### config.mk
export PLATFORM = sky130hd
export DESIGN_NAME = lag1_queue
export DESIGN_NICKNAME = d
export VERILOG_FILES = /design/src/sv/lag1_pkg.sv /design/src/sv/lag1_queue.sv
export SDC_FILE = /design/constraint.sdc
export NUM_CORES = 1
export LEC_CHECK = 0
export ABC_AREA = 1
export BUFFER_PORTS_ARGS = -buffer_cell sky130_fd_sc_hd__buf_2
export CAP_MARGIN = 20
export CORE_ASPECT_RATIO = 1.2
export CORE_MARGIN = 10
export CORE_UTILIZATION = 56
export CTS_CLUSTER_DIAMETER = 200
export CTS_CLUSTER_SIZE = 14
export DETAILED_ROUTE_END_ITERATION = 12
export GPL_ROUTABILITY_DRIVEN = 1
export PLACE_DENSITY = 0.95
export SLEW_MARGIN = 20
export SYNTH_ARGS = -nofsm -noshare
export SYNTH_HDL_FRONTEND = slang
export SYNTH_SLANG_ARGS = --single-unit
### constraint.sdc
create_clock -name clk -period 20.8 [get_ports clk]
set_clock_uncertainty 0.2 [all_clocks]
set_input_delay 4.16 -clock clk [delete_from_list [all_inputs] [get_ports clk]]
set_output_delay 4.16 -clock clk [all_outputs]
set_load 0.005 [all_outputs]
### src/sv/lag1_pkg.sv
// types, constants and step table for the lag-1 autocorrelation block
// no dependencies; used by every module of the block
`timescale 1ns / 1ps
`default_nettype none

package lag1_pkg;

  localparam int SAMPLE_W    = 20;
  localparam int SERIES_MAX  = 256;
  localparam int CNT_W       = 9;
  localparam int SUM_W       = 28;
  localparam int SQ_W        = 48;
  localparam int MM_W        = 17;
  localparam int MS_W        = 37;
  localparam int SPAN_W      = 29;
  localparam int OPND_W      = 32;
  localparam int PROD_W      = 2 * OPND_W;
  localparam int ACC_W       = 68;
  localparam int DEN_W       = 64;
  localparam int NUM_STEPS   = 13;
  localparam int STEP_W      = 4;
  localparam int FRAC_BITS   = 30;
  localparam int DIV_STEPS   = FRAC_BITS + 1;
  localparam int DIV_CNT_W   = 5;
  localparam int AC_W        = 32;
  localparam int QUEUE_DEPTH = 2;
  localparam int QPTR_W      = $clog2(QUEUE_DEPTH);

  typedef struct packed {
    logic [SAMPLE_W-1:0] sample;
    logic                sample_present;
    logic                last_in_series;
  } item_t;

  typedef struct packed {
    logic signed [AC_W-1:0] autocorrelation;
    logic                   result_valid;
  } result_t;

  // finished series handed from the front to the back
  typedef struct packed {
    logic [CNT_W-1:0]    count;
    logic [SUM_W-1:0]    sum;
    logic [SQ_W-1:0]     sum_sq;
    logic [SQ_W-1:0]     sum_lag;
    logic [SAMPLE_W-1:0] first;
    logic [SAMPLE_W-1:0] last;
  } snap_t;

  typedef enum logic [2:0] {
    OPA_M, OPA_M1, OPA_MM, OPA_MS_LO, OPA_MS_HI, OPA_M1S_LO, OPA_M1S_HI
  } opa_t;

  typedef enum logic [2:0] {
    OPB_M, OPB_S, OPB_P_LO, OPB_P_HI, OPB_Q_LO, OPB_Q_HI, OPB_SPAN
  } opb_t;

  typedef enum logic [2:0] {
    DST_MM, DST_MS, DST_M1S, DST_NUM_ADD, DST_NUM_SUB, DST_DEN_ADD, DST_DEN_SUB
  } dst_t;

  typedef struct packed {
    opa_t opa;
    opb_t opb;
    dst_t dst;
    logic hi;
  } step_t;

  typedef enum logic [2:0] {
    B_IDLE, B_MUL, B_DRAIN, B_PREP, B_DIV, B_DONE
  } back_state_t;

  // num = mm*P + (m-1)S*S - mS*span,  den = mm*Q - mS*S
  function automatic step_t step_ctl(input logic [STEP_W-1:0] idx);
    step_t c;
    case (idx)
      4'd0:    c = '{OPA_M,      OPB_M,    DST_MM,      1'b0};
      4'd1:    c = '{OPA_M,      OPB_S,    DST_MS,      1'b0};
      4'd2:    c = '{OPA_M1,     OPB_S,    DST_M1S,     1'b0};
      4'd3:    c = '{OPA_MM,     OPB_P_LO, DST_NUM_ADD, 1'b0};
      4'd4:    c = '{OPA_MM,     OPB_P_HI, DST_NUM_ADD, 1'b1};
      4'd5:    c = '{OPA_MS_LO,  OPB_SPAN, DST_NUM_SUB, 1'b0};
      4'd6:    c = '{OPA_MS_HI,  OPB_SPAN, DST_NUM_SUB, 1'b1};
      4'd7:    c = '{OPA_MM,     OPB_Q_LO, DST_DEN_ADD, 1'b0};
      4'd8:    c = '{OPA_MM,     OPB_Q_HI, DST_DEN_ADD, 1'b1};
      4'd9:    c = '{OPA_MS_LO,  OPB_S,    DST_DEN_SUB, 1'b0};
      4'd10:   c = '{OPA_MS_HI,  OPB_S,    DST_DEN_SUB, 1'b1};
      4'd11:   c = '{OPA_M1S_LO, OPB_S,    DST_NUM_ADD, 1'b0};
      4'd12:   c = '{OPA_M1S_HI, OPB_S,    DST_NUM_ADD, 1'b1};
      default: c = '{OPA_M,      OPB_M,    DST_MM,      1'b0};
    endcase
    return c;
  endfunction

endpackage

`default_nettype wire

### src/sv/lag1_queue.sv
// short queue of finished series between the front and the back
// depends on lag1_pkg for the snapshot type and depth
`timescale 1ns / 1ps
`default_nettype none

module lag1_queue (
  input  wire logic            clk,
  input  wire logic            rst,
  input  wire logic            push,
  input  wire lag1_pkg::snap_t wdata,
  output logic                 full,
  input  wire logic            pop,
  output logic                 empty,
  output lag1_pkg::snap_t      rdata
);
  import lag1_pkg::*;

  snap_t              slots [QUEUE_DEPTH];
  logic [QPTR_W-1:0]  wptr, rptr;
  logic [QPTR_W:0]    fill;
  logic               do_push, do_pop;

  assign full    = (fill == (QPTR_W+1)'(QUEUE_DEPTH));
  assign empty   = (fill == '0);
  assign do_push = push && !full;
  assign do_pop  = pop && !empty;
  assign rdata   = slots[rptr];

  always_ff @(posedge clk) begin
    if (do_push) begin
      slots[wptr] <= wdata;
    end
  end

  always_ff @(posedge clk) begin
    if (rst) begin
      wptr <= '0;
      rptr <= '0;
      fill <= '0;
    end else begin
      if (do_push) begin
        wptr <= wptr + QPTR_W'(1);
      end
      if (do_pop) begin
        rptr <= rptr + QPTR_W'(1);
      end
      case ({do_push, do_pop})
        2'b10:   fill <= fill + (QPTR_W+1)'(1);
        2'b01:   fill <= fill - (QPTR_W+1)'(1);
        default: fill <= fill;
      endcase
    end
  end

endmodule

`default_nettype wire

# Yosys cells after proc, flatten, opt, wreduce, memory -nomap -nowiden

Memories as Yosys holds them, arrays and structs flattened. A register that Yosys moved wholly into a read port is not among the register bits.
Cells that the tools add are included.

Register bits after elaboration: 4
Bits in writable memories: 346
Input port bits: 177
Output and inout port bits: 175
Memories kept: 1

Memory list:

| name  | words | width | read ports | clocked after Yosys merged registers in | write ports | RTL line         | text |
|---|---|---|---|---|---|---|---|
| slots | 2     | 173   | 1          | 1                                       | 1           | lag1_queue.sv:18 | `snap_t slots [QUEUE_DEPTH];` |

Add/subtract/negate cells: 4
Eq/ne operators: 3
Mux-type cells: 5
Reductions and logical operators: 6

Operators with widths:

| operator                                            | count |
|---|---|
| equality test 2 bit, second input constant          | 2 |
| 2-to-1 mux 1 bit                                    | 4 |
| case mux 2 bit (2 select lines)                     | 1 |
| adder 1 bit, second input constant                  | 2 |
| adder 2 x 1 -> 2 bit, second input constant         | 1 |
| equality test 2 x 1 -> 1 bit, second input constant | 1 |
| logical AND 1 bit                                   | 2 |
| logical NOT 1 bit                                   | 2 |
| logical NOT 2 bit                                   | 1 |
| nonzero test 2 bit                                  | 1 |
| subtractor 2 x 1 -> 2 bit, second input constant    | 1 |

# Logic depth before layout (Yosys ltp)

Gate-level depths: netlist (run 1).

Word-level depth: 5
Gate-level depth with buffers: 10

# Worst setup path before layout (run 1)

OpenSTA, ideal clock, no wires.

Path type: input -> register
Start point: input push
End point: memory slots[0][0] in the netlist's numbering (enable)
Data arrival time: 11592 ps
Data required time: 19892 ps
Slack: 8300 ps
Cell stages on the path: 4
Path buffers: 0
Cells stage by stage: inv_1 nor2_1 inv_1 nor2_1

Cells in the longest elaborated chain, start to end: 3

Ends and longest elaborated chain:

| element                                | RTL line         | text |
|---|---|---|
| start: declaration                     | lag1_queue.sv:9  | `input wire logic push,` |
| logical AND 1 bit                      | lag1_queue.sv:25 | `assign do_push = push && !full;` |
| 2-to-1 mux 1 bit                       | lag1_queue.sv:30 | `if (do_push) begin` |
| 2-to-1 mux 1 bit (not written as such) | lag1_queue.sv:31 | `slots[wptr] <= wdata;` |
| end: declaration                       | lag1_queue.sv:18 |  |

No other way between the ends.

==> impl_metrics.tcl, run 1 <==
set metrics [dict create \
    status "complete, no violations" \
    hold_violations 0 \
    finalNetCount 1125 \
    cts_max_path_buffers 3 \
    cts_tree "done" \
    core_area_um2 22520 \
    p_leak_uw 0.005812 \
    cp.required_ps 16440 \
    max_freq_ghz 0.1392 \
    dieHeight_um 185.8 \
    grt_pass1_wl_mm 41.27 \
    io_pins 352 \
    cts_sinks 351 \
    h-tree-depth 1 \
    ys_seq_elements 351 \
    p_per_area_nw_per_um2 106.9 \
    avgRoutedWirePerCell_um 22.73 \
    worstRegToRegCells 6 \
    hold_path_end "rptr" \
    rsz0062_at_grt "false" \
    cp.arrival_ps 2830 \
    holdWs_ps 331.1 \
    slew_violations 0 \
    synth_cell_types 12 \
    tritoncts.num_buffers 29 \
    r2r_end "slots[0][150]" \
    grt_pass1_vias 7261 \
    clk_latency_ps 540 \
    synth_seq_area_share_pct 81.73 \
    synth.cell_area_um2 12830 \
    r2r_slack_ps 17630 \
    tns_ps 0 \
    via_per_inst 5.329 \
    nFillCells 1393 \
    period_needed_ps 7186 \
    io_buffers 351 \
    crit_fanout 80 \
    finalCritPeriodShare_pct 34.55 \
    design_area_um2 15590 \
    yosysWarnings 0 \
    gp_congestion 0.7608 \
    synth_area_per_cell_um2 22.21 \
    dpl.hpwl_mm 20.06 \
    path_clk_slew_ps 70 \
    post_route_cells_drive_above_1_share_pct 58.10 \
    antenna_found_initial 7 \
    max-slew-margin-rel_pct 28.29 \
    postSynthNetCount 756 \
    drc_errors 0 \
    critPathLaunchType "register" \
    hold_start "rptr" \
    postCtsSetupBuffers 0 \
    postRouteAntennaNets 0 \
    hold_depth 2 \
    die_area_um2 29400 \
    initial_core_util_pct 56.99 \
    cts_hold_buffers 0 \
    drt-met1-wl_mm 9.325 \
    track_usage_pct 18.38 \
    dr.pass1.iters 4 \
    drt_iter0_drc 408 \
    setup_viol 0 \
    wl_met3_mm 2.431 \
    clockRootBuffer "clkbuf_16" \
    route.vias.total 6677 \
    path_class "register to output pin" \
    cap_violations 0 \
    min_path_type "register to register" \
    synth_cells 578 \
    cts_resized 0 \
    ir_drop_uv 105.0 \
    top_layer_used "met5" \
    cp-end-kind "output pin" \
    tightest_slew_ps 1076 \
    die_x_um 158.2 \
    rows 60 \
    grt_start_max_net_pins 118 \
    dpl_cell_area_um2 14750 \
    area_growth_pct 21.50 \
    wl_mm 28.48 \
    met2_length_mm 16.13 \
    reg2reg_from "fill[0]" \
    globalRouteOverflowTotal 0 \
]
per-stage QoR:
step,util (%),power [uW],cells,setup slack [ps]
after floorplan,-,1087,578,8300
after global placement,65.49,1182,1195,13980
after detailed placement,65.49,1198,1195,13910
after CTS,69.17,1686,1248,13580
after global routing,69.23,1736,1252,13470
final,69.24,1667,1253,13610
state kept, by name, summed over array words and instances, names as in the netlist, named ones only:
signal and count:
slots 346, wptr 1, rptr 1, fill 2
how the worst max path moves through the flow:
stage,endpoint,cells past startpoint,from
finish,rdata[141],3,register
global route,rdata[103],3,register
CTS,rdata[141],3,register
detailed placement,slots[0][57],7,push
global placement,slots[0][75],7,push
floorplan,slots[0][0],4,push
worst max-delay path, stage by stage (launching register included):
cell	delay (ps)
dfxtp_4	730
buf_4	840
mux2_2	440
buf_2	140
cell families (layout without fill, tap and decap cells):
logic type,after synthesis,count (layout),synth area share [%]
AOI/OAI and AO/OA,2,2,0.07791
other,0,5,0
muxes,173,173,15.18
and+or+nand+nor,23,23,0.6922
adders and majority gates,1,1,0.09747
buffers and inverters,28,419,2.223
DFF,351,351,81.73
cell type report:
cell class	count	area, um^2	area share, %
Inverter	9	41.29	0.2648
Timing Repair Buffer	357	1802	11.55
Tap cell	279	349.1	2.239
Sequential cell	351	10490	67.30
Multi-Input combinational cell	199	2067	13.26
Clock inverter	1	16.27	0.1043
Antenna cell	5	12.51	0.08024
Clock buffer	52	812.0	5.207
layer usage:
layer	vias to the layer above	track usage, %
met2	277	34.67
li1	3023	-
met1	3326	19.02
met4	6	5.232
met5	-	0
met3	45	5.612
report_power, final:
| group | switching, uW | internal [uW] | leakage [uW] |
|---|---|---|---|
| registers | 25.3 | 866 | 0.00328 |
| clock network | 225 | 263 | 0.000391 |
| logic | 149 | 140 | 0.00214 |
placed cells by master, fill, tap and decap left out, drive strengths merged:
cell	count
mux2	173
inv	9
diode	5
a21oi	1
ha	1
nor2	14
clkbuf	52
nand4	1
o21ai	1
nand2	8
edfxtp	346
buf	357
clkinv	1
dfxtp	5
cell usage after synthesis, drive strengths merged:
| cell type | instances | area [um^2] |
|---|---|---|
| edfxtp | 346 | 10390 |
| mux2 | 173 | 1948 |
| clkbuf | 15 | 206.5 |
| nor2 | 14 | 52.55 |
| inv | 9 | 33.78 |
| nand2 | 8 | 30.03 |
| dfxtp | 5 | 100.1 |
| buf | 4 | 45.04 |
| a21oi | 1 | 5.000 |
| ha | 1 | 12.51 |
| nand4 | 1 | 6.260 |
| o21ai | 1 | 5.000 |
(Power assumes the default switching activity.)
==> inputs of run 2 (changes only) <==
CORE_UTILIZATION = 52   (was 56)
PLACE_DENSITY = 0.89   (was 0.95)
clock period = 7.1 ns   (was 20.8 ns; I/O delays follow)
==> impl_metrics.tcl, run 2 (same netlist as run 1, synthesis figures left out) <==
set metrics [dict create \
    clk_latency_ps 530 \
    area_growth_pct 21.61 \
    avgRoutedWirePerCell_um 21.29 \
    dpl.hpwl_mm 18.88 \
    cp_slowest_stage_delay_ps 1000 \
    largest_register "slots" \
    via_per_inst 5.131 \
    min_path_type "register to register" \
    track_usage_pct 16.29 \
    cp-end-kind "output pin" \
    hold_start "rptr" \
    reg2reg_from "fill[0]" \
    hold_violations 0 \
    die_area_um2 31390 \
    antenna_found_initial 1 \
    crit_chain "buf_12, mux2_2, buf_2" \
    nFillCells 1608 \
    setup_viol 0 \
    status "complete, no violations" \
    io_pins 352 \
    finalNetCount 1123 \
    rsz0062_at_grt "false" \
    tns_ps 0 \
    path_clk_slew_ps 70 \
    post_route_cells_drive_above_1_share_pct 58.62 \
    max-slew-margin-rel_pct 30.74 \
    clockRootBuffer "clkbuf_16" \
    p_per_area_nw_per_um2 310.1 \
    postCtsSetupBuffers 0 \
    initial_core_util_pct 53.20 \
    core_area_um2 24130 \
    cp.required_ps 5480 \
    h-tree-depth 1 \
    grt_pass1_wl_mm 39.95 \
    dieHeight_um 192.1 \
    cp.arrival_ps 2790 \
    cts_hold_buffers 0 \
    crit_fanout 95 \
    layout_commonest_cell "buf_2" \
    io_buffers 351 \
    cts_sinks 351 \
    tritoncts.num_buffers 29 \
    grt_start_max_net_pins 96 \
    ir_drop_uv 257.0 \
    critPathLaunchType "register" \
    die_x_um 163.4 \
    drc_errors 0 \
    top_regs "slots x346, fill x2" \
    wl_mm 27.21 \
    final_util_pct 64.70 \
    finalCritPeriodShare_pct 62.08 \
    slew_violations 0 \
    route.vias.total 6558 \
    crit_path_top_delay_cell "dfxtp_4" \
    final_cell_mix "buf_2, edfxtp_1, mux2_2, clkbuf_16" \
    period_needed_ps 4408 \
    p_leak_uw 0.005796 \
    path_class "register to output pin" \
    max_freq_ghz 0.2269 \
    rows 62 \
    globalRouteOverflowTotal 0 \
    grt_pass1_vias 7066 \
    largest_register_ffs 346 \
    cts_tree "done" \
    postRouteAntennaNets 0 \
    cap_violations 0 \
    cts_max_path_buffers 3 \
    dr.pass1.iters 4 \
    cts_resized 0 \
    tightest_slew_ps 1039 \
    gp_congestion 0.7668 \
    drt_iter0_drc 314 \
]
-- run 2: changes by cell type in the layout (fill, tap and decap cells not counted), sizes merged --
cell,delta
clkbuf,-10
diode,-4
buf,-2
-- run 2: path summary, 6_finish.rpt --
path | endpoint | slack (ps) | cells past startpoint
setup / recovery | rdata[67] | 2690 | 3
hold / removal | rptr | 310 | 2
setup reg to reg | slots[0][125] | 4500 | 5
hold reg to reg | rptr | 310 | 2
-- run 2: stage by stage --
stage          std cells  power (uW)  area, um^2  hold slack (ps)  setup WS (ps)
2_1_floorplan        578        3166       12840            266.9          274.1
3_3_place_gp        1234        3472       14810            279.5           3261
3_5_place_dp        1234        3507       14810            300.2           3274
4_1_cts             1277        4898       15600            315.3           2697
5_1_grt             1278        5044       15610            361.3           2569
6_report            1278        4840       15610            311.0           2692
-- run 2: final cells by class --
type	count	area (um^2)	share of cell area, %
antenna	1	2.502	0.01603
clock buffer	42	774.5	4.962
clock inverter	1	16.27	0.1042
inverter	9	38.79	0.2485
multi-input combinational	199	2067	13.24
sequential	351	10490	67.23
tap	320	400.4	2.565
timing repair buffer	355	1815	11.63
-- run 2: critical path: cells and delay by family, from the launching register on --
| family | cells | cell delay (ps) |
|---|---|---|
| mux | 1 | 420 |
| buf+inv | 2 | 570 |
| flops | 1 | 1000 |
-- run 2: where the power goes --
group | internal, uW | switching, uW | leakage, uW
Clock | 747 | 643 | 0.000380
Combinational | 413 | 415 | 0.00214
Sequential | 2540 | 86.7 | 0.00328
Total | 3700 | 1140 | 0.00580
-- run 2: routing by layer --
layer,part of all wire (%),vias up,wire length (um),GRT usage (%)
met4,2.3,0,633,4.792
met1,35,3242,9429,16.99
li1,-,2999,-,-
met3,9.0,47,2438,5.076
met2,54,270,14700,30.48
met5,0,-,0,0
