$ cat src/sv/lag1_pkg.sv
// types, constants and step table for the lag-1 autocorrelation block
// no dependencies; used by every module of the block
`timescale 1ns / 1ps
`default_nettype none

package lag1_pkg;

  localparam int SAMPLE_W    = 20;
  localparam int SERIES_MAX  = 256;
  localparam int CNT_W       = 9;
  localparam int SUM_W       = 28;
  localparam int SQ_W        = 48;
  localparam int MM_W        = 17;
  localparam int MS_W        = 37;
  localparam int SPAN_W      = 29;
  localparam int OPND_W      = 32;
  localparam int PROD_W      = 2 * OPND_W;
  localparam int ACC_W       = 68;
  localparam int DEN_W       = 64;
  localparam int NUM_STEPS   = 13;
  localparam int STEP_W      = 4;
  localparam int FRAC_BITS   = 30;
  localparam int DIV_STEPS   = FRAC_BITS + 1;
  localparam int DIV_CNT_W   = 5;
  localparam int AC_W        = 32;
  localparam int QUEUE_DEPTH = 2;
  localparam int QPTR_W      = $clog2(QUEUE_DEPTH);

  typedef struct packed {
    logic [SAMPLE_W-1:0] sample;
    logic                sample_present;
    logic                last_in_series;
  } item_t;

  typedef struct packed {
    logic signed [AC_W-1:0] autocorrelation;
    logic                   result_valid;
  } result_t;

  // finished series handed from the front to the back
  typedef struct packed {
    logic [CNT_W-1:0]    count;
    logic [SUM_W-1:0]    sum;
    logic [SQ_W-1:0]     sum_sq;
    logic [SQ_W-1:0]     sum_lag;
    logic [SAMPLE_W-1:0] first;
    logic [SAMPLE_W-1:0] last;
  } snap_t;

  typedef enum logic [2:0] {
    OPA_M, OPA_M1, OPA_MM, OPA_MS_LO, OPA_MS_HI, OPA_M1S_LO, OPA_M1S_HI
  } opa_t;

  typedef enum logic [2:0] {
    OPB_M, OPB_S, OPB_P_LO, OPB_P_HI, OPB_Q_LO, OPB_Q_HI, OPB_SPAN
  } opb_t;

  typedef enum logic [2:0] {
    DST_MM, DST_MS, DST_M1S, DST_NUM_ADD, DST_NUM_SUB, DST_DEN_ADD, DST_DEN_SUB
  } dst_t;

  typedef struct packed {
    opa_t opa;
    opb_t opb;
    dst_t dst;
    logic hi;
  } step_t;

  typedef enum logic [2:0] {
    B_IDLE, B_MUL, B_DRAIN, B_PREP, B_DIV, B_DONE
  } back_state_t;

  // num = mm*P + (m-1)S*S - mS*span,  den = mm*Q - mS*S
  function automatic step_t step_ctl(input logic [STEP_W-1:0] idx);
    step_t c;
    case (idx)
      4'd0:    c = '{OPA_M,      OPB_M,    DST_MM,      1'b0};
      4'd1:    c = '{OPA_M,      OPB_S,    DST_MS,      1'b0};
      4'd2:    c = '{OPA_M1,     OPB_S,    DST_M1S,     1'b0};
      4'd3:    c = '{OPA_MM,     OPB_P_LO, DST_NUM_ADD, 1'b0};
      4'd4:    c = '{OPA_MM,     OPB_P_HI, DST_NUM_ADD, 1'b1};
      4'd5:    c = '{OPA_MS_LO,  OPB_SPAN, DST_NUM_SUB, 1'b0};
      4'd6:    c = '{OPA_MS_HI,  OPB_SPAN, DST_NUM_SUB, 1'b1};
      4'd7:    c = '{OPA_MM,     OPB_Q_LO, DST_DEN_ADD, 1'b0};
      4'd8:    c = '{OPA_MM,     OPB_Q_HI, DST_DEN_ADD, 1'b1};
      4'd9:    c = '{OPA_MS_LO,  OPB_S,    DST_DEN_SUB, 1'b0};
      4'd10:   c = '{OPA_MS_HI,  OPB_S,    DST_DEN_SUB, 1'b1};
      4'd11:   c = '{OPA_M1S_LO, OPB_S,    DST_NUM_ADD, 1'b0};
      4'd12:   c = '{OPA_M1S_HI, OPB_S,    DST_NUM_ADD, 1'b1};
      default: c = '{OPA_M,      OPB_M,    DST_MM,      1'b0};
    endcase
    return c;
  endfunction

endpackage

`default_nettype wire

$ cat src/sv/lag1_back.sv
// back end: products on one shared 32x32 multiplier, restoring divide,
// and the result register; depends on lag1_pkg
`timescale 1ns / 1ps
`default_nettype none

module lag1_back (
  input  wire logic                clk,
  input  wire logic                rst,
  input  wire lag1_pkg::snap_t     snap,
  input  wire logic                snap_empty,
  output logic                     snap_pop,
  output lag1_pkg::result_t        result,
  output logic                     empty,
  input  wire logic                pop
);
  import lag1_pkg::*;

  localparam logic [FRAC_BITS:0] Q_ONE = (FRAC_BITS+1)'(1) << FRAC_BITS;

  back_state_t state, state_next;

  // output controls
  logic issue, prep, div_step, load_res, res_free;

  snap_t                   work;
  logic [STEP_W-1:0]       step;
  step_t                   ctl, pctl;
  logic                    pv;
  logic [OPND_W-1:0]       opa, opb;
  logic [PROD_W-1:0]       prod;
  logic [MM_W-1:0]         mm;
  logic [MS_W-1:0]         ms, m1s;
  logic [SPAN_W-1:0]       span;
  logic [CNT_W-1:0]        m_less1;
  logic signed [ACC_W-1:0] num, den, addend;

  logic                    neg, ok;
  logic [DEN_W-1:0]        rem;
  logic [FRAC_BITS:0]      shin;
  logic [FRAC_BITS:0]      quo;
  logic [DIV_CNT_W-1:0]    div_cnt;
  logic [DEN_W:0]          rem_sh, diff;
  logic                    ge;
  logic [ACC_W-1:0]        mag;
  logic [FRAC_BITS:0]      qsat;
  logic                    res_full;

  // next state
  always_comb begin
    state_next = state;
    case (state)
      B_IDLE:  if (!snap_empty) state_next = B_MUL;
      B_MUL:   if (step == STEP_W'(NUM_STEPS - 1)) state_next = B_DRAIN;
      B_DRAIN: state_next = B_PREP;
      B_PREP:  state_next = B_DIV;
      B_DIV:   if (div_cnt == DIV_CNT_W'(DIV_STEPS - 1)) state_next = B_DONE;
      B_DONE:  if (res_free) state_next = B_IDLE;
      default: state_next = B_IDLE;
    endcase
  end

  // outputs of the sequencer
  always_comb begin
    snap_pop = 1'b0;
    issue    = 1'b0;
    prep     = 1'b0;
    div_step = 1'b0;
    load_res = 1'b0;
    case (state)
      B_IDLE:  snap_pop = !snap_empty;
      B_MUL:   issue    = 1'b1;
      B_PREP:  prep     = 1'b1;
      B_DIV:   div_step = 1'b1;
      B_DONE:  load_res = res_free;
      default: ;
    endcase
  end

  always_ff @(posedge clk) begin
    if (rst) begin
      state <= B_IDLE;
    end else begin
      state <= state_next;
    end
  end

  // operand selection
  assign ctl     = step_ctl(step);
  assign m_less1 = work.count - CNT_W'(1);
  assign span    = {1'b0, work.sum} + {1'b0, work.sum} - SPAN_W'(work.first)
                   - SPAN_W'(work.last);

  always_comb begin
    case (ctl.opa)
      OPA_M:      opa = OPND_W'(work.count);
      OPA_M1:     opa = OPND_W'(m_less1);
      OPA_MM:     opa = OPND_W'(mm);
      OPA_MS_LO:  opa = ms[OPND_W-1:0];
      OPA_MS_HI:  opa = OPND_W'(ms[MS_W-1:OPND_W]);
      OPA_M1S_LO: opa = m1s[OPND_W-1:0];
      OPA_M1S_HI: opa = OPND_W'(m1s[MS_W-1:OPND_W]);
      default:    opa = '0;
    endcase
    case (ctl.opb)
      OPB_M:    opb = OPND_W'(work.count);
      OPB_S:    opb = OPND_W'(work.sum);
      OPB_P_LO: opb = work.sum_lag[OPND_W-1:0];
      OPB_P_HI: opb = OPND_W'(work.sum_lag[SQ_W-1:OPND_W]);
      OPB_Q_LO: opb = work.sum_sq[OPND_W-1:0];
      OPB_Q_HI: opb = OPND_W'(work.sum_sq[SQ_W-1:OPND_W]);
      OPB_SPAN: opb = OPND_W'(span);
      default:  opb = '0;
    endcase
  end

  // registered product, folded into its target in the next cycle
  assign addend = pctl.hi ? $signed(ACC_W'(prod) << OPND_W) : $signed(ACC_W'(prod));

  always_ff @(posedge clk) begin
    if (snap_pop) begin
      work <= snap;
      step <= '0;
      num  <= '0;
      den  <= '0;
    end else begin
      if (issue) begin
        step <= step + STEP_W'(1);
      end
      if (pv) begin
        case (pctl.dst)
          DST_MM:      mm  <= prod[MM_W-1:0];
          DST_MS:      ms  <= prod[MS_W-1:0];
          DST_M1S:     m1s <= prod[MS_W-1:0];
          DST_NUM_ADD: num <= num + addend;
          DST_NUM_SUB: num <= num - addend;
          DST_DEN_ADD: den <= den + addend;
          DST_DEN_SUB: den <= den - addend;
          default:     ;
        endcase
      end
    end
    prod <= opa * opb;
    pctl <= ctl;
  end

  always_ff @(posedge clk) begin
    if (rst) begin
      pv <= 1'b0;
    end else begin
      pv <= issue;
    end
  end

  // restoring division of |num| << 30 by den, quotient known below 2^31
  assign mag    = num[ACC_W-1] ? ACC_W'(-num) : ACC_W'(num);
  assign rem_sh = {rem, shin[FRAC_BITS]};
  assign ge     = rem_sh >= {1'b0, den[DEN_W-1:0]};
  assign diff   = rem_sh - {1'b0, den[DEN_W-1:0]};

  always_ff @(posedge clk) begin
    if (prep) begin
      neg     <= num[ACC_W-1];
      ok      <= (work.count >= CNT_W'(2)) && !den[ACC_W-1] && (den != '0);
      rem     <= mag[DEN_W:1];
      shin    <= {mag[0], FRAC_BITS'(0)};
      quo     <= '0;
      div_cnt <= '0;
    end else if (div_step) begin
      rem     <= ge ? diff[DEN_W-1:0] : rem_sh[DEN_W-1:0];
      shin    <= {shin[FRAC_BITS-1:0], 1'b0};
      quo     <= {quo[FRAC_BITS-1:0], ge};
      div_cnt <= div_cnt + DIV_CNT_W'(1);
    end
  end

  // result register
  assign qsat     = (quo > Q_ONE) ? Q_ONE : quo;
  assign res_free = !res_full || pop;
  assign empty    = !res_full;

  always_ff @(posedge clk) begin
    if (load_res) begin
      result.result_valid    <= ok;
      result.autocorrelation <= !ok ? '0 :
                                neg ? -$signed(AC_W'(qsat)) : $signed(AC_W'(qsat));
    end
  end

  always_ff @(posedge clk) begin
    if (rst) begin
      res_full <= 1'b0;
    end else if (load_res) begin
      res_full <= 1'b1;
    end else if (pop) begin
      res_full <= 1'b0;
    end
  end

endmodule

`default_nettype wire

$ cat config.mk
export PLATFORM = sky130hd
export DESIGN_NAME = lag1_back
export DESIGN_NICKNAME = d
export VERILOG_FILES = /design/src/sv/lag1_pkg.sv /design/src/sv/lag1_back.sv
export SDC_FILE = /design/constraint.sdc
export NUM_CORES = 2
export LEC_CHECK = 0
export BUFFER_PORTS_ARGS = -buffer_cell sky130_fd_sc_hd__clkbuf_2
export CAP_MARGIN = 0
export CORE_MARGIN = 10
export CORE_UTILIZATION = 60
export CTS_CLUSTER_SIZE = 12
export DETAILED_ROUTE_END_ITERATION = 10
export PLACE_DENSITY = 0.73
export SYNTH_ARGS = -nofsm -noshare
export SYNTH_HDL_FRONTEND = slang
export SYNTH_SLANG_ARGS = --single-unit
$ cat constraint.sdc
create_clock -name clk -period 17.45 [get_ports clk]
set_clock_uncertainty 0.1 [all_clocks]
set_input_delay 5.235 -clock clk [delete_from_list [all_inputs] [get_ports clk]]
set_output_delay 5.235 -clock clk [all_outputs]
set_load 0.05 [all_outputs]
; Yosys cells after proc, flatten, opt, wreduce, memory -nomap -nowiden
; Memory sizes are Yosys's and may differ from the RTL's. A register that Yosys moved wholly into a read port is not among the register bits.
; Index checks and enable logic that the tools add are counted.
[op_classes]
addsub = 13
mul = 1
order_cmp = 3
n_eq_ne = 29
muxes = 27
n_bitwise = 1
n_reduce_logical = 22
[op_table]
columns = cell, n
row1 = one-hot mux 32 bit (7 select lines), 2
row2 = one-hot mux 68 bit (2 select lines), 2
row3 = two-way mux 64 bit, 3
row4 = adder 68 bit, 2
row5 = subtractor 68 bit, 2
row6 = two-way mux 31 bit, 4
row7 = two-way mux 68 bit, 1
row8 = nonzero test 68 bit, 1
row9 = greater-or-equal comparator 65 x 64 -> 1 bit, 1
row10 = two-way mux 65 bit, 1
row11 = negator 65 bit, 1
row12 = multiplier 32 x 32 -> 64 bit, 1
row13 = subtractor 64 bit, 1
row14 = subtractor 29 x 20 -> 29 bit, 2
row15 = == test 3 bit (second input constant), 11
row16 = negator 31 -> 32 bit, 1
row17 = > comparator 31 bit (second input constant), 1
row18 = adder 28 x 28 -> 29 bit, 1
row19 = == test 3 x 2 -> 1 bit (second input constant), 8
row20 = one-hot mux 3 bit (6 select lines), 1
row21 = == test 3 x 1 -> 1 bit (second input constant), 4
row22 = zero test 3 bit, 4
row23 = two-way mux 3 bit, 4
row24 = greater-or-equal comparator 9 x 2 -> 1 bit (second input constant), 1
row25 = other kinds (16), 36
[word_totals]
ff_bits = 613
romBits = 160
in_bits = 177
output_inout_bits = 35
wordCells = 124
memories = 1
[mem_list]
columns = memory, depth, width, rd, rd_ports_with_merged_regs, wr, line_no
row1 = (no name shown), 16, 10, 1, 1, 0, lag1_pkg.sv:76  ; case (idx)

; Depth between registers and ports, before layout
[logic_depth]
word_depth = 5
mapped_depth = 42
mapped_depth_nobuf = 41

; Worst setup path after synthesis
; No wires, ideal clock.
[synth_timing]
kind = input to output
startpoint = in snap_empty
endpoint = out snap_pop
t_arrival_ns = 11.662
required_time_ns = 12.115
slack_ns = 0.453
cell_stages = 5
path_buffers = 3
cell_sequence = or4_1 -> inv_1 -> clkbuf_1 -> clkbuf_1 -> buf_1
[synth_between]
elab_chain_len = 2
[synth_lines]
columns = item, line_no
row1 = from (decl), lag1_back.sv:10  ; input wire logic snap_empty,
row2 = zero test 1 bit, lag1_back.sv:70  ; B_IDLE: snap_pop = !snap_empty;
row3 = two-way mux 1 bit, lag1_back.sv:69  ; case (state)
row4 = to (decl), lag1_back.sv:11  ; output logic snap_pop,
; No other way between the ends.

; Worst setup path after layout
[layout_timing]
startpoint = reg work[9] in the netlist's numbering
endpoint = reg prod[59]
[layout_between]
elab_chain_len = 3
[layout_lines]
columns = item, line_no
row1 = from (decl), lag1_back.sv:25  ; snap_t work;
row2 = from (signal assigned), lag1_back.sv:121  ; work <= snap;
row3 = subtractor 29 x 20 -> 29 bit, lag1_back.sv:91  ; - SPAN_W'(work.last);
row4 = one-hot mux 32 bit (7 select lines), lag1_back.sv:104  ; case (ctl.opb)
row5 = multiplier 32 x 32 -> 64 bit, lag1_back.sv:142  ; prod <= opa * opb;
row6 = to (signal assigned), lag1_back.sv:142
row7 = to (decl), lag1_back.sv:30  ; logic [PROD_W-1:0] prod;
; No other way between the ends.
; A chain may end at the register's enable or synchronous reset.

==> results.md <==
- Status: finished with violations
- Failing checks: max-capacitance violations, max-slew violations
- PwrDens: 151 nW/um^2
- Most frequent cells in the layout: inv_1, nand2_1, fa_1, nor2_1, a21oi_1
- Critical path peak fanout: 16
- Vias in the first global route: 65.7k
- Design Area, Final: 80500 um^2
- GPL Wtd Cong: 1.04
- Dpl cell area: 78000 um^2
- CTS sink count: between 600 and 700
- 1st-iter DRT viols: 6597
- Skew-Pair Late Insertion Delay: 710 ps
- CP most frequent cell: fa_1
- Die area: between 100000 and 150000 um^2
- PortBufs: around 210
- Core Region: 125000 um^2
- Hold Fails Final Rpt: 0
- Worst Path Buf+Inv: 4
- Crit path time final: 12770 ps
- Commonest non-fill, non-tap cell in the layout: inv_1
- # rows: 130
- Initial core utilization: 0.602
- CP arrival: 13280 ps
- DRT antenna net count: 0
- Pleak: 36.3 nW
- Routed len/inst: 24.6 um
- H-tree levels: 3
- Ys async rst share: 0
- Pin count of the biggest net entering global routing: a little under 90
- Cells on Worst Hold Path: 0
- Unique masters post-synth: 97
- Post-route DRC violation count: 0
- Reg area: between 15000 and 20000 um^2
- Nets: 10.3k
- Syn nets: just over 10k
- WL final: ~260000 um
- Share of layout cells above drive strength 1: 0.0676
- Mapped Cells: 8801
- MaxCap Viol Count: 1
- Sum Neg Setup Slack: 0 ps
- All-Layer GR Usage: 0.361
- Area growth syn-to-layout: 6.71%
- Clock-pin slew on the worst setup and hold paths: 60 ps
- DP Wirelength: 197000 um
- Internal power: 0.00582 W
- WP data required: 17970 ps
- Combinational fraction of design power: 0.702
- TritonCTS buffer count: 74
- Post-DR vias/cell: ~6.3
- Setup Fix Bufs, Post-CTS: 0
- Worst vdd ir: between 0.4 and 0.5 mV
- CTS tree: yes
- Rel. slew slack: -0.0637
- DIE HEIGHT: 375 um
- Worst hold path class: flip-flop to flip-flop
- Ys flop type: edfxtp_1
- Max incr delay on CP: 910 ps
- Switch Pwr: 0.00634 W
- Initial antenna violation count: 9
- Syn avg cell area: 8.57 um^2
- Warnings from Yosys: 0
- Period utilization: 0.732
- Max Buffers Root-to-Sink: 3
- Worst hold start: ctl[1]
- First-pass GRT wire length: around 390000 um
- Switch share: 0.521
- Share of power burned in registers: 0.166
- Measured slew at the worst slew-check pin: 1580 ps
- Seq/Total Area, Yosys: 0.214
- Final setup fails: 0
- Slowest cell on crit path: a221oi_2
- Max Fclk: 78.3 MHz
- GRT Residual Overflow: 0
- CTS resizes: 0
- Post-synth EDFFs: 364
- Area of the multi-input gates: 53000 um^2
- Worst R2R Path Depth: 36
- Crit path kind: flip-flop to flip-flop
- CP Launch Type: flip-flop
- Io pins: 212
- Family with the most delay on the worst path: compound AO/OA/AOI/OAI gates
- First-pass iteration count of the detailed router: 7
- Crit path depth: 36
- Final Slew Violations: 2
- Clk root buf: clkbuf_16
- Fill count: 10.6k
- Vias: roughly 66k
- Reg-to-reg critical path startpoint: work[9]
- Clk pwr share: 0.132
- Crit path from: work[9]
- #FFs+latches synth: 623
- RSZ-0062 raised after global routing: false
- Post-Syn Area: 75400 um^2
- Worst Setup End Kind: flip-flop
- Die W: 375 um
- # hold bufs at CTS: 0
## final timing paths
kind	endpoint	slack (ps)
worst max register to register	prod[59]	4680
worst min-delay path	pctl[1]	230
worst max-delay path	prod[59]	4680
worst min register to register	pctl[1]	230
## power by group through the flow
stage	Combinational, W	Clock (W)	Sequential [W]
global route	0.00933	0.00167	0.00202
finish	0.00854	0.00160	0.00201
global placement	0.00809	0	0.00203
detailed placement	0.00819	0	0.00203
floorplan	0.00574	0	0.00195
CTS	0.00837	0.00162	0.00200
## flip-flops by register name, summed over array words and instances (netlist names), 3 cells and up
name	count
state	3
div_cnt	5
mm	17
den	68
step	4
quo	31
ms	37
num	68
work	173
pctl	4
prod	64
result	33
rem	64
ctl	10
m1s	37
## metal layers
metal  share of wire  global-route usage
met5         0.00054                   0
met4           0.073               0.217
met3            0.10              0.0802
met2            0.44               0.564
met1            0.38               0.457
## synthesized netlist by cell type, types with 51 or more instances
| cell type | instances | area (um^2) |
|---|---|---|
| a211oi_1 | 51 | 383 |
| a21o_1 | 199 | 1490 |
| a21oi_1 | 560 | 2800 |
| a31oi_1 | 101 | 632 |
| and2_1 | 69 | 432 |
| and3_1 | 59 | 369 |
| clkbuf_1 | 427 | 1600 |
| dfxtp_1 | 259 | 5180 |
| edfxtp_1 | 364 | 10900 |
| fa_1 | 918 | 18400 |
| ha_1 | 498 | 6230 |
| inv_1 | 1238 | 4650 |
| mux2i_1 | 77 | 771 |
| nand2_1 | 1197 | 4490 |
| nand2b_1 | 75 | 469 |
| nand3_1 | 106 | 531 |
| nand4_1 | 86 | 538 |
| nor2_1 | 788 | 2960 |
| nor2b_1 | 59 | 369 |
| nor3_1 | 110 | 551 |
| nor4_1 | 52 | 325 |
| o21a_1 | 67 | 503 |
| o21ai_0 | 309 | 1550 |
| or3_1 | 51 | 319 |
| xnor2_1 | 236 | 2070 |
| xor2_1 | 183 | 1600 |
## cell families (layout without fill, tap and decap cells)
logic type	after synthesis	in the layout	share of synthesized area
AOI/OAI and AO/OA	1760	1760	0.149
muxes	100	100	0.0143
xor gates and xnor gates	419	419	0.0487
adders and majority gates	1416	1416	0.326
buffers and inverters	1734	1731	0.0869
DFF	623	623	0.214
and+or+nand+nor	2749	2749	0.161
other	0	5	0
## layout make-up
cell class	instances	area share
antenna	5	0.000155
clock buffer	102	0.0255
clock inverter	35	0.00505
inverter	1238	0.0578
multi-input combinational	6444	0.659
sequential	623	0.200
tap	1650	0.0257
timing repair buffer	356	0.0267
## stage by stage
stage	instances	hold WS [ps]	setup slack, ps	util	total power [W]
floorplan	8801	210	453	-	0.00769
global placement	10300	215	5110	0.623	0.0101
detailed placement	10300	213	4990	0.623	0.0102
CTS	10400	233	4880	0.642	0.0120
global route	10400	245	4080	0.642	0.0130
finish	10500	228	4680	0.642	0.0122
(Power assumes the default switching activity.)
